===== src/design/wrss_pkg.sv =====
package wrss_pkg;

  localparam int unsigned NCH   = 4;
  localparam int unsigned SW    = 32;
  localparam int unsigned MAXW  = 64;
  localparam int unsigned AW    = 6;
  localparam int unsigned CW    = 7;
  localparam int unsigned SYW   = 40;
  localparam int unsigned SXYW  = 48;
  localparam int unsigned DENW  = 13;
  localparam int unsigned NUMW  = 50;
  localparam int unsigned MW    = 48;
  localparam int unsigned DFW   = 52;
  localparam int unsigned QW    = 48;
  localparam int unsigned QCW   = 6;
  localparam int unsigned THRW  = 31;
  localparam int unsigned CFGW  = 31;
  localparam int unsigned CIDXW = 2;
  localparam int unsigned CHW   = 2;

  typedef enum logic [CIDXW-1:0] {
    REG_WINDOW    = 2'd0,
    REG_TRANS_THR = 2'd1,
    REG_ROT_THR   = 2'd2
  } reg_idx_e;

  typedef struct packed {
    logic load;
    logic slot;
    logic retire;
    logic write;
    logic ch_clr;
    logic mul;
    logic num;
    logic dev;
    logic div_start;
    logic div_step;
    logic store_raw;
    logic store_quo;
    logic ch_next;
    logic out_load;
  } wrss_cmd_t;

  typedef struct packed {
    logic full;
    logic pass;
    logic div_last;
    logic ch_last;
    logic out_free;
  } wrss_sts_t;

endpackage


===== src/design/wrss_ctrl.sv =====
module wrss_ctrl (
  input  logic                 clk_i,
  input  logic                 rst_ni,
  input  logic                 in_valid_i,
  output logic                 in_stall_o,
  input  wrss_pkg::wrss_sts_t  sts_i,
  output wrss_pkg::wrss_cmd_t  cmd_o
);
  import wrss_pkg::*;

  typedef enum logic [12:0] {
    ST_IDLE = 13'b0000000000001,
    ST_SLOT = 13'b0000000000010,
    ST_RET  = 13'b0000000000100,
    ST_WR   = 13'b0000000001000,
    ST_CHK  = 13'b0000000010000,
    ST_MUL  = 13'b0000000100000,
    ST_NUM  = 13'b0000001000000,
    ST_DEV  = 13'b0000010000000,
    ST_CMP  = 13'b0000100000000,
    ST_DIV  = 13'b0001000000000,
    ST_FIN  = 13'b0010000000000,
    ST_NXT  = 13'b0100000000000,
    ST_OUT  = 13'b1000000000000
  } state_e;

  state_e state_q, state_d;

  always_comb begin
    state_d = state_q;
    cmd_o   = '0;
    case (state_q)
      ST_IDLE: begin
        if (in_valid_i) begin
          cmd_o.load = 1'b1;
          state_d    = ST_SLOT;
        end
      end
      ST_SLOT: begin
        cmd_o.slot = 1'b1;
        state_d    = sts_i.full ? ST_RET : ST_WR;
      end
      ST_RET: begin
        cmd_o.retire = 1'b1;
        state_d      = ST_WR;
      end
      ST_WR: begin
        cmd_o.write = 1'b1;
        state_d     = ST_CHK;
      end
      ST_CHK: begin
        if (sts_i.full) begin
          cmd_o.ch_clr = 1'b1;
          state_d      = ST_MUL;
        end else begin
          state_d = ST_IDLE;
        end
      end
      ST_MUL: begin
        cmd_o.mul = 1'b1;
        state_d   = ST_NUM;
      end
      ST_NUM: begin
        cmd_o.num = 1'b1;
        state_d   = ST_DEV;
      end
      ST_DEV: begin
        cmd_o.dev = 1'b1;
        state_d   = ST_CMP;
      end
      ST_CMP: begin
        if (sts_i.pass) begin
          cmd_o.store_raw = 1'b1;
          state_d         = ST_NXT;
        end else begin
          cmd_o.div_start = 1'b1;
          state_d         = ST_DIV;
        end
      end
      ST_DIV: begin
        cmd_o.div_step = 1'b1;
        if (sts_i.div_last) begin
          state_d = ST_FIN;
        end
      end
      ST_FIN: begin
        cmd_o.store_quo = 1'b1;
        state_d         = ST_NXT;
      end
      ST_NXT: begin
        if (sts_i.ch_last) begin
          state_d = ST_OUT;
        end else begin
          cmd_o.ch_next = 1'b1;
          state_d       = ST_MUL;
        end
      end
      ST_OUT: begin
        if (sts_i.out_free) begin
          cmd_o.out_load = 1'b1;
          state_d        = ST_IDLE;
        end
      end
      default: state_d = ST_IDLE;
    endcase
  end

  always_ff @(posedge clk_i or negedge rst_ni) begin
    if (!rst_ni) begin
      state_q <= ST_IDLE;
    end else begin
      state_q <= state_d;
    end
  end

  assign in_stall_o = state_q != ST_IDLE;

endmodule


===== config.mk =====
export PLATFORM = sky130hd
export DESIGN_NAME = wrss_ctrl
export DESIGN_NICKNAME = d
export VERILOG_FILES = /design/src/design/wrss_pkg.sv /design/src/design/wrss_ctrl.sv
export SDC_FILE = /design/constraint.sdc
export NUM_CORES = 1
export LEC_CHECK = 0
export BUFFER_PORTS_ARGS = -buffer_cell sky130_fd_sc_hd__buf_4
export CAP_MARGIN = 20
export CORE_UTILIZATION = 40
export DETAILED_ROUTE_END_ITERATION = 16
export HOLD_SLACK_MARGIN = 0.05
export SETUP_SLACK_MARGIN = 0.3
export SLEW_MARGIN = 40
export SYNTH_ARGS = -nofsm -noshare
export SYNTH_HDL_FRONTEND = slang
export SYNTH_SLANG_ARGS = --single-unit

===== constraint.sdc =====
create_clock -name clk_i -period 2.5 [get_ports clk_i]
set_clock_uncertainty 0.1 [all_clocks]
set_input_delay 0.5 -clock clk_i [delete_from_list [all_inputs] [get_ports clk_i]]
set_output_delay 0.5 -clock clk_i [all_outputs]
set_load 0.02 [all_outputs]

==> key figures, run 1 <==
Worst hold path
  – Hold/Removal Path Class: input pin to register

Clock network
  – Worst-skew pair later-pin latency: 0.27 ns
  – Number of buffers created by CTS: 3
  – TritonCTS clock tree: built
  – Clock Sinks: 13
  – Root buf cell: clkbuf_4
  – Longest Clk Path Bufs: 2
  – Clock transition at path regs: 0.08 ns
  – H-tree depth: 1

Floorplanning
  – Die Area: 2350 µm²
  – Row cnt: 16
  – Die width: 48.5 µm
  – Core Box Area: 2000 µm²
  – Ports: 23
  – Chip height: 48.5 µm
  – Starting Density: 0.432

Timing
  – Final Hold Vio Count: 0
  – WHS: 0.320 ns
  – Max_slew headroom: 0.749
  – Pin slew with the least headroom to its limit: 0.377 ns
  – Setup ws final: -0.0875 ns
  – Achievable Freq: 0.386 GHz
  – Final Max Tran Viols: 0
  – Final min period: 2.59 ns
  – RSZ-0062 raised after global routing: yes
  – Final worst-path cycle share: 1.03
  – Final setup fails: 11

Critical path
  – Data required, critical path: 1.90 ns
  – Crit Path Class: register to output port
  – Crit end category: output port
  – Critical Path Source Type: register
  – Critical Path Fanout Max: 5
  – Worst EP arrival: 1.99 ns

Routing
  – Routed via count: 942
  – DR WL/cell: 14.4 µm
  – Detail-routed via count per cell: 5.57
  – WL final: 2.43 mm
  – Pre-antenna DRT Iters: 5
  – Routed Antenna Nets: 0
  – Remaining routing DRC violations: 0
  – 1st-iter DRT viols: 24

Yosys
  – Mapped Area: 866 µm²
  – Synth unique cells: 40
  – Top FF cell, synth: dfrtp_1
  – YS warnings: 0
  – Mapped Cells: 99
  – Top post-synthesis cells by area: dfrtp_1 (35%), nor2_1 (6.1%), nor3_1 (5.8%), or4_4 (3.9%), and3_1 (3.6%)
  – Mean Syn Cell Area: 8.75 µm²
  – Post-synth EDFFs: 0
  – Share of the synthesized area in the top cell type: 0.347
  – Yosys top cell by area: dfrtp_1
  – Syn_nets: 107
  – Share of flip-flops with an asynchronous set or reset: 1.00
  – FF+latch count, synth: 13
  – Sequential share of the synthesized area: 0.377

Cells and area
  – Synthesis-to-finish area growth: 53.2%
  – Regs by FF count: state_q (13)
  – Filler Cell Count: 167
  – Max reg flops: 13
  – Layout cells sized above 1: 0.458
  – N_diodes: 0
  – Biggest register: state_q
  – Final Net Count: 151

Placed design
  – Count of buffers from port buffering: 22
  – Gp weighted congestion: 0.845
  – Hpwl dp: 1.73 mm

Power and ir drop
  – Power, Total: 0.879 mW
  – Max IR drop VDD: 0.000563 V
  – Power Density: 663 nW/µm²
  – Leak Pwr: 0.666 nW

Flow run
  – MaxCap Viol Count: 0

Status
  – Status: finished, violations left
  – Failing checks: negative setup slack

Global route
  – Largest net degree at the start of global routing: 14
  – Remaining Overflow, GRT: 0
  – Overall routing resource usage: 0.215
  – First-pass GRT wire length: 3.90 mm
  – Vias in the first global route: 834
  – Initial antenna violation count: 0
-- final timing paths --
check / from / to / slack (ns) / cells past startpoint
setup / recovery: state_q[10] / cmd_o[9] / -0.09 / 5
hold / removal: sts_i[3] / state_q[9] / 0.32 / 2
setup reg to reg: state_q[4] / state_q[10] / 0.46 / 6
hold reg to reg: state_q[0] / state_q[1] / 0.55 / 2
max in group asynchronous: rst_ni / state_q[0] / 1.56 / 2
min in group asynchronous: rst_ni / state_q[11] / 0.50 / 2
-- cell usage after synthesis (all sizes together) (2+ instances only) --
cell type,n
nor2,15
dfrtp,12
nor3,11
inv,8
and3,5
nand2,5
o21ai,3
or4,3
and2,2
and4,2
and4b,2
buf,2
nand3,2
nor4,2
nor4b,2
or2,2
xnor2,2
xor2,2
-- area by class of cell --
cell class                 count  area, µm²  area share
clock buffer                   4       26.3      0.0198
tap                           27       33.8      0.0255
sequential                    13        327       0.246
multi-input combinational     75        577       0.435
inverter                       8       30.0      0.0226
timing repair buffer          42        333       0.251
-- metrics by stage --
| stage | std cells | area (µm²) | TNS, ns | worst slack (ns) | utilization |
|---|---|---|---|---|---|
| 2_1_floorplan | 99 | 898 | 0 | 0.183 | - |
| 3_3_place_gp | 156 | 1160 | 0 | 0.150 | 0.579 |
| 3_5_place_dp | 156 | 1160 | 0 | 0.120 | 0.579 |
| 4_1_cts | 167 | 1310 | -0.389 | -0.106 | 0.652 |
| 5_1_grt | 169 | 1330 | -1.26 | -0.171 | 0.663 |
| 6_report | 169 | 1330 | -0.385 | -0.0875 | 0.663 |
-- power breakdown --
group | internal (mW) | total, mW | leakage, nW | switching, mW
clock | 0.0617 | 0.133 | 0.0150 | 0.0708
combinational | 0.227 | 0.485 | 0.474 | 0.259
sequential | 0.239 | 0.261 | 0.177 | 0.0226
total | 0.527 | 0.879 | 0.666 | 0.352
-- placed cells by master (no fill, tap or decap), types with 2 or more instances in the layout --
| cell type | instances |
|---|---|
| and3_1 | 3 |
| and3_4 | 2 |
| and4b_1 | 2 |
| buf_4 | 37 |
| buf_6 | 4 |
| clkbuf_4 | 3 |
| dfrtp_1 | 12 |
| inv_1 | 7 |
| nand2_1 | 4 |
| nand3_2 | 2 |
| nor2_1 | 12 |
| nor2_4 | 2 |
| nor3_1 | 8 |
| nor3_2 | 3 |
| nor4_4 | 2 |
| o21ai_0 | 3 |
| or2_1 | 2 |
| or4_4 | 3 |
| xnor2_1 | 2 |
| xor2_1 | 2 |
-- cells by family (layout without fill, tap and decap cells) --
family,after synthesis,in the layout,share of synthesized area
DFF,13,13,0.377
xor gates and xnor gates,4,4,0.0405
buffers and inverters,11,54,0.0578
and+or+nand+nor,59,59,0.426
AOI/OAI and AO/OA,12,12,0.0983
-- routing by layer --
metal	track usage	part of all wire	vias up
li1	-	-	446
met1	0.287	0.46	447
met2	0.354	0.47	47
met4	0.0588	0.0054	0
met5	0	0	-
met3	0.0440	0.065	2
-- critical path: stages (launching register included) --
cell and delay (ns):
dfrtp_1 0.40, or4_4 0.57, and4bb_1 0.30, and3_4 0.20
and2_4 0.14, buf_6 0.11
-- what timing repair did --
action | CTS | global route
endpoints found under the hold margin | 12 | 0
hold buffers | 1 | 0
pin swaps | 6 | 4
gates resized for setup | 12 | 2
endpoints found under the setup margin | 15 | 15
setup buffers | 6 | 2
No activity file was read; power rests on OpenSTA's default activity.
==> run 2: changes to the inputs <==
Settings changed: ABC_AREA set to 1.
==> run 2 against run 1 <==
  * The run now ends clean
  * Sequential power increased by 2%
  * Design area fell by 9.3%
  * Sequential cell count unchanged
  * Register-to-register slack improved by 0.45 ns
  * Area after synthesis is 2.3% higher
  * Via count is 7.4% lower
  * Cell count up 12%
  * Hold slack got worse by 0.019 ns
  * Combinational power is 11% lower
  * Critical endpoint is now cmd_o[6]
  * Largest power group unchanged
==> key figures, run 2 <==
Critical path
  – Critical Path Source Type: register (unchanged)
  – Cell mode on critical path: nor2_4
  – FF-to-FF Start: state_q[9] (was state_q[4])
  – Critical Path Fanout Max: 7 (was 5)
  – FF-to-FF setup slack: 0.91 ns (was 0.46 ns)
  – Crit Path Class: register to output port (unchanged)
  – Worst Reg-to-Reg Cells: 8 (was 6)
  – Crit end category: output port (unchanged)
  – Worst EP arrival: 1.54 ns (was 1.99 ns)
  – Max incr delay on CP: 0.41 ns (was 0.57 ns)
  – Data required, critical path: 1.90 ns (about the same)
  – Cells along the critical path: nor2_4, nand2_2, nor2_4, nand2_1, inv_1, buf_4 (was or4_4, and4bb_1, and3_4, and2_4, buf_6)
  – RR Endpoint: state_q[0] (was state_q[10])
  – Slowest cell on crit path: dfrtp_1 (was or4_4)

Routing
  – Routed Antenna Nets: 0 (unchanged)
  – Detail-routed via count per cell: 4.59 (was 5.57)
  – 1st-iter DRT viols: 9 (was 24)
  – Pre-antenna DRT Iters: 4 (was 5)
  – Remaining routing DRC violations: 0 (unchanged)
  – WL final: 2.01 mm (was 2.43 mm)
  – Routed via count: 872 (was 942)
  – DR WL/cell: 10.6 µm (was 14.4 µm)

Worst hold path
  – Hold Path Depth: 2 (unchanged)
  – HP Start: sts_i[3] (unchanged)
  – Hold endpoint: state_q[9] (unchanged)
  – Hold/Removal Path Class: input pin to register (unchanged)

Placed design
  – Hpwl dp: 1.54 mm (was 1.73 mm)
  – Count of buffers from port buffering: 22 (unchanged)
  – Gp weighted congestion: 0.812 (was 0.845)

Floorplanning
  – Starting Density: 0.438 (was 0.432)
  – Chip height: 49.1 µm (was 48.5 µm)
  – Die width: 49.1 µm (was 48.5 µm)
  – Row cnt: 16 (unchanged)
  – Die Area: 2410 µm² (was 2350 µm²)
  – Ports: 23 (unchanged)
  – Core Box Area: 2020 µm² (was 2000 µm²)

Yosys
  – Mapped Cells: 130 (was 99)
  – Top FF cell, synth: dfrtp_1 (unchanged)
  – Post-synth EDFFs: 0 (unchanged)
  – Sequential share of the synthesized area: 0.369 (was 0.377)
  – Yosys top cell by area: dfrtp_1 (unchanged)
  – Share of flip-flops with an asynchronous set or reset: 1.00 (unchanged)
  – Synth unique cells: 23 (was 40)
  – Top post-synthesis cells by area: dfrtp_1 (34%), inv_1 (13%), nor2_1 (10%), nand2_1 (8.9%), nand3_1 (6.8%) (was dfrtp_1 (35%), nor2_1 (6.1%), nor3_1 (5.8%), or4_4 (3.9%), and3_1 (3.6%))
  – Most frequent cells after synthesis: inv_1 (30), nor2_1 (24), nand2_1 (21) (was nor2_1 (14), dfrtp_1 (12), nor3_1 (10))
  – Count leader, synth: inv_1 (was nor2_1)
  – Share of the synthesized area in the top cell type: 0.339 (was 0.347)
  – FF+latch count, synth: 13 (unchanged)
  – Syn_nets: 138 (was 107)
  – YS warnings: 0 (unchanged)
  – Mean Syn Cell Area: 6.81 µm² (was 8.75 µm²)
  – Mapped Area: 886 µm² (was 866 µm²)

Cells and area
  – N_diodes: 0 (unchanged)
  – Biggest register: state_q (unchanged)
  – Most common cell after layout, fill and taps aside: inv_1 (was buf_4)
  – Regs by FF count: state_q (13) (unchanged)
  – Final Net Count: 172 (was 151)
  – Commonest cells after routing, fill and taps aside: inv_1 (30), buf_4 (27), nor2_1 (22) (was buf_4 (37), nor2_1 (12), dfrtp_1 (12))
  – Synthesis-to-finish area growth: 35.7% (was 53.2%)
  – Filler Cell Count: 201 (was 167)
  – Max reg flops: 13 (unchanged)
  – Layout cells sized above 1: 0.337 (was 0.458)

Timing
  – Final worst-path cycle share: 0.856 (was 1.03)
  – Final setup fails: 0 (was 11)
  – Max_slew headroom: 0.832 (was 0.749)
  – RSZ-0062 raised after global routing: yes (unchanged)
  – Setup tns final: 0 ns (was -0.385 ns)
  – Final Hold Vio Count: 0 (unchanged)
  – Pin slew with the least headroom to its limit: 0.251 ns (was 0.377 ns)
  – WHS: 0.301 ns (was 0.320 ns)
  – Final Max Tran Viols: 0 (unchanged)
  – Achievable Freq: 0.467 GHz (was 0.386 GHz)
  – Final min period: 2.14 ns (was 2.59 ns)

Global route
  – Remaining Overflow, GRT: 0 (unchanged)
  – First-pass GRT wire length: 3.17 mm (was 3.90 mm)
  – Initial antenna violation count: 0 (unchanged)
  – Overall routing resource usage: 0.175 (was 0.215)
  – Vias in the first global route: 771 (was 834)
  – Largest net degree at the start of global routing: 14 (unchanged)

Clock network
  – H-tree depth: 1 (unchanged)
  – TritonCTS clock tree: built (unchanged)
  – Root buf cell: clkbuf_4 (unchanged)
  – Clock Sinks: 13 (unchanged)
  – Clock transition at path regs: 0.08 ns (about the same)
  – Worst-skew pair later-pin latency: 0.28 ns (was 0.27 ns)
  – Number of buffers created by CTS: 3 (unchanged)
  – Longest Clk Path Bufs: 2 (unchanged)

Power and ir drop
  – Max IR drop VDD: 0.000570 V (was 0.000563 V)
  – Leak Pwr: 0.755 nW (was 0.666 nW)
  – Power Density: 694 nW/µm² (was 663 nW/µm²)

Flow run
  – MaxCap Viol Count: 0 (unchanged)

Status
  – Status: completed (was finished, violations left)
run 2: cell count changes after synthesis, sizes merged, moves of 3 or more:
cell   change
nand2     +20
and3       -4
inv       +25
nor3       -9
nand3     +11
or4        -3
nor2      +19
run 2: logic make-up after synthesis:
group / count (synthesis) / synth area share
AND/OR/NAND/NOR: 78 / 0.453
buffers and inverters: 34 / 0.144
flip-flops: 13 / 0.369
AO/OA/AOI/OAI: 5 / 0.0339
run 2: timing repair:
item,CTS,global route
setup buffers,0,6
setup endpoints to repair,3,7
hold buffers,1,0
resized for setup,1,8
pin swaps,0,10
endpoints found under the hold margin,12,0
run 2: worst max-delay path by stage:
stage	from	to	slack, ns
floorplan	state_q[3]	cmd_o[0]	0.46
global placement	state_q[3]	cmd_o[5]	0.60
detailed placement	state_q[3]	cmd_o[3]	0.60
CTS	state_q[5]	cmd_o[5]	0.31
global route	state_q[9]	cmd_o[9]	0.27
finish	state_q[9]	cmd_o[6]	0.36
run 2: per-layer routing:
layer | track usage | vias up | part of all wire
met3 | 0.0187 | 4 | 0.034
met5 | 0 | - | 0
li1 | - | 457 | -
met2 | 0.308 | 20 | 0.50
met1 | 0.214 | 391 | 0.45
met4 | 0.0735 | 0 | 0.011
run 2: where the power goes:
part | switching [mW] | internal (mW)
combinational | 0.246 | 0.186
clock | 0.0745 | 0.0620
sequential | 0.0261 | 0.240
total | 0.346 | 0.488
run 2: per-stage QoR:
| stage | instances | utilization | setup WS [ns] | cell area [µm²] | power [mW] |
|---|---|---|---|---|---|
| floorplan | 130 | - | 0.456 | 886 | 0.530 |
| CTS | 184 | 0.557 | 0.307 | 1130 | 0.771 |
| detailed placement | 179 | 0.537 | 0.599 | 1080 | 0.628 |
| global route | 190 | 0.595 | 0.267 | 1200 | 0.894 |
| finish | 190 | 0.595 | 0.360 | 1200 | 0.834 |
| global placement | 179 | 0.537 | 0.598 | 1080 | 0.627 |
run 2: layout make-up:
type,instances,area [µm²],share of cell area
flip-flops and latches,13,327,0.272
clock buffers,4,26.3,0.0219
multi-input cells,83,464,0.386
repair buffers,29,224,0.186
inverters,34,128,0.106
well taps,27,33.8,0.0281
run 2: worst max-delay path, delay by kind of cell, from the launching register on:
family                 cells  cell delay, ns
flip-flops                 1            0.41
AND/OR/NAND/NOR            4            0.63
buffers and inverters      2            0.21
==> run 3: changes to the inputs <==
Settings changed: RECOVER_POWER set to 25.
==> run 3 against run 2 <==
  * Sequential power about the same
  * Routed wire length stayed put
  * Core utilization shrank 0.19 points
  * Hold slack stayed put
  * Global-route usage unchanged
  * Sequential share of layout area grew 0.085 points
  * First-iteration DRC count did not move
  * Critical path depth stayed put
==> key figures, run 3 (synthesized netlist as in run 2, its figures left out) <==
Critical path
  – Worst EP arrival: 1.54 ns (about the same)
  – Crit Path Class: register to output port (unchanged)
  – Critical Path Fanout Max: 7 (unchanged)
  – Data required, critical path: 1.90 ns (about the same)
  – Critical Path Source Type: register (unchanged)
  – Crit end category: output port (unchanged)

Timing
  – Max_slew headroom: 0.514 (was 0.832)
  – Final worst-path cycle share: 0.856 (about the same)
  – Setup ws final: 0.360 ns (about the same)
  – Final min period: 2.14 ns (about the same)
  – RSZ-0062 raised after global routing: yes (unchanged)
  – Setup tns final: 0 ns (unchanged)
  – Pin slew with the least headroom to its limit: 0.729 ns (was 0.251 ns)
  – Final setup fails: 0 (unchanged)
  – Achievable Freq: 0.467 GHz (about the same)
  – WHS: 0.301 ns (unchanged)
  – Final Max Tran Viols: 0 (unchanged)
  – Final Hold Vio Count: 0 (unchanged)

Floorplanning
  – Row cnt: 16 (unchanged)
  – Ports: 23 (unchanged)
  – Die width: 49.1 µm (unchanged)
  – Starting Density: 0.438 (unchanged)
  – Die Area: 2410 µm² (unchanged)
  – Core Box Area: 2020 µm² (unchanged)
  – Chip height: 49.1 µm (unchanged)

Clock network
  – TritonCTS clock tree: built (unchanged)
  – Number of buffers created by CTS: 3 (unchanged)
  – Longest Clk Path Bufs: 2 (unchanged)
  – Worst-skew pair later-pin latency: 0.28 ns (about the same)
  – Root buf cell: clkbuf_4 (unchanged)
  – Clock Sinks: 13 (unchanged)
  – H-tree depth: 1 (unchanged)
  – Clock transition at path regs: 0.08 ns (about the same)

Power and ir drop
  – Leak Pwr: 0.752 nW (was 0.755 nW)
  – Power, Total: 0.834 mW (about the same)
  – Max IR drop VDD: 0.000570 V (about the same)
  – Power Density: 696 nW/µm² (was 694 nW/µm²)

Routing
  – Routed via count: 872 (unchanged)
  – WL final: 2.01 mm (unchanged)
  – Remaining routing DRC violations: 0 (unchanged)
  – DR WL/cell: 10.6 µm (unchanged)
  – Routed Antenna Nets: 0 (unchanged)
  – 1st-iter DRT viols: 9 (unchanged)
  – Pre-antenna DRT Iters: 4 (unchanged)
  – Detail-routed via count per cell: 4.59 (unchanged)

Global route
  – Vias in the first global route: 771 (unchanged)
  – First-pass GRT wire length: 3.17 mm (unchanged)
  – Largest net degree at the start of global routing: 14 (unchanged)
  – Initial antenna violation count: 0 (unchanged)
  – Overall routing resource usage: 0.175 (unchanged)
  – Remaining Overflow, GRT: 0 (unchanged)

Cells and area
  – Regs by FF count: state_q (13) (unchanged)
  – Layout cells sized above 1: 0.331 (was 0.337)
  – Final core utilization: 0.593 (was 0.595)
  – Final Net Count: 172 (unchanged)
  – Synthesis-to-finish area growth: 35.3% (was 35.7%)
  – Most common cell after layout, fill and taps aside: inv_1 (unchanged)
  – Filler Cell Count: 203 (was 201)
  – Finished Cell Area: 1200 µm² (about the same)
  – Non-Filler Instances: 190 (unchanged)
  – Max reg flops: 13 (unchanged)
  – N_diodes: 0 (unchanged)
  – Commonest cells after routing, fill and taps aside: inv_1 (30), buf_4 (26), nor2_1 (22) (was inv_1 (30), buf_4 (27), nor2_1 (22))
  – Biggest register: state_q (unchanged)

Placed design
  – Area after DPL: 1080 µm² (unchanged)
  – # placed instances: 179 (unchanged)
  – Hpwl dp: 1.54 mm (unchanged)
  – Placement Setup Slack: 0.599 ns (unchanged)
  – Count of buffers from port buffering: 22 (unchanged)
  – Gp weighted congestion: 0.812 (unchanged)

Flow run
  – MaxCap Viol Count: 0 (unchanged)

Worst hold path
  – Hold/Removal Path Class: input pin to register (unchanged)

Status
  – Status: completed (unchanged)
run 3: cell count changes in the layout (fill, tap and decap cells not counted), sizes merged:
cell	before	now
buf	28	27
clkbuf	4	5
run 3: path summary, 6_finish.rpt:
| check | startpoint | end | slack, ns | cells past startpoint |
|---|---|---|---|---|
| worst max register to register | state_q[9] | state_q[0] | 0.91 | 8 |
| max in group asynchronous | rst_ni | state_q[10] | 1.16 | 2 |
| worst min-delay path | sts_i[3] | state_q[9] | 0.30 | 2 |
| worst max-delay path | state_q[9] | cmd_o[6] | 0.36 | 6 |
| min in group asynchronous | rst_ni | state_q[4] | 0.68 | 2 |
| worst min register to register | state_q[0] | state_q[0] | 0.48 | 4 |
run 3: worst max-delay path: stages, from the launching register on:
cell and delay, ns:
dfrtp_1 0.41, nor2_4 0.16, nand2_2 0.09, nor2_4 0.22
nand2_1 0.16, inv_1 0.08, buf_4 0.13
run 3: power breakdown:
group | leakage [nW] | switching [mW] | total (mW) | internal [mW]
logic | 0.560 | 0.246 | 0.431 | 0.185
clock network | 0.0150 | 0.0745 | 0.136 | 0.0620
registers | 0.177 | 0.0261 | 0.266 | 0.240
total | 0.752 | 0.346 | 0.834 | 0.488
run 3: per-layer routing:
layer  wire length [µm]  GRT usage  vias up
li1                   -          -      457
met1                914      0.214      391
met2               1000      0.308       20
met3                 69     0.0187        4
met4                 23     0.0735        0
met5                  0          0        -
run 3: layout make-up:
| class | instances | area (µm²) | area share |
|---|---|---|---|
| Timing Repair Buffer | 29 | 220 | 0.184 |
| Multi-Input combinational cell | 83 | 464 | 0.387 |
| Clock buffer | 4 | 26.3 | 0.0219 |
| Sequential cell | 13 | 327 | 0.272 |
| Inverter | 34 | 128 | 0.106 |
| Tap cell | 27 | 33.8 | 0.0282 |
run 3: repair_timing:
action,4_1_cts,5_1_grt
hold buffers,1,0
endpoints found under the hold margin,12,0
pin swaps,0,10
setup endpoints to repair,3,7
gates resized for setup,1,8
buffers inserted,0,6
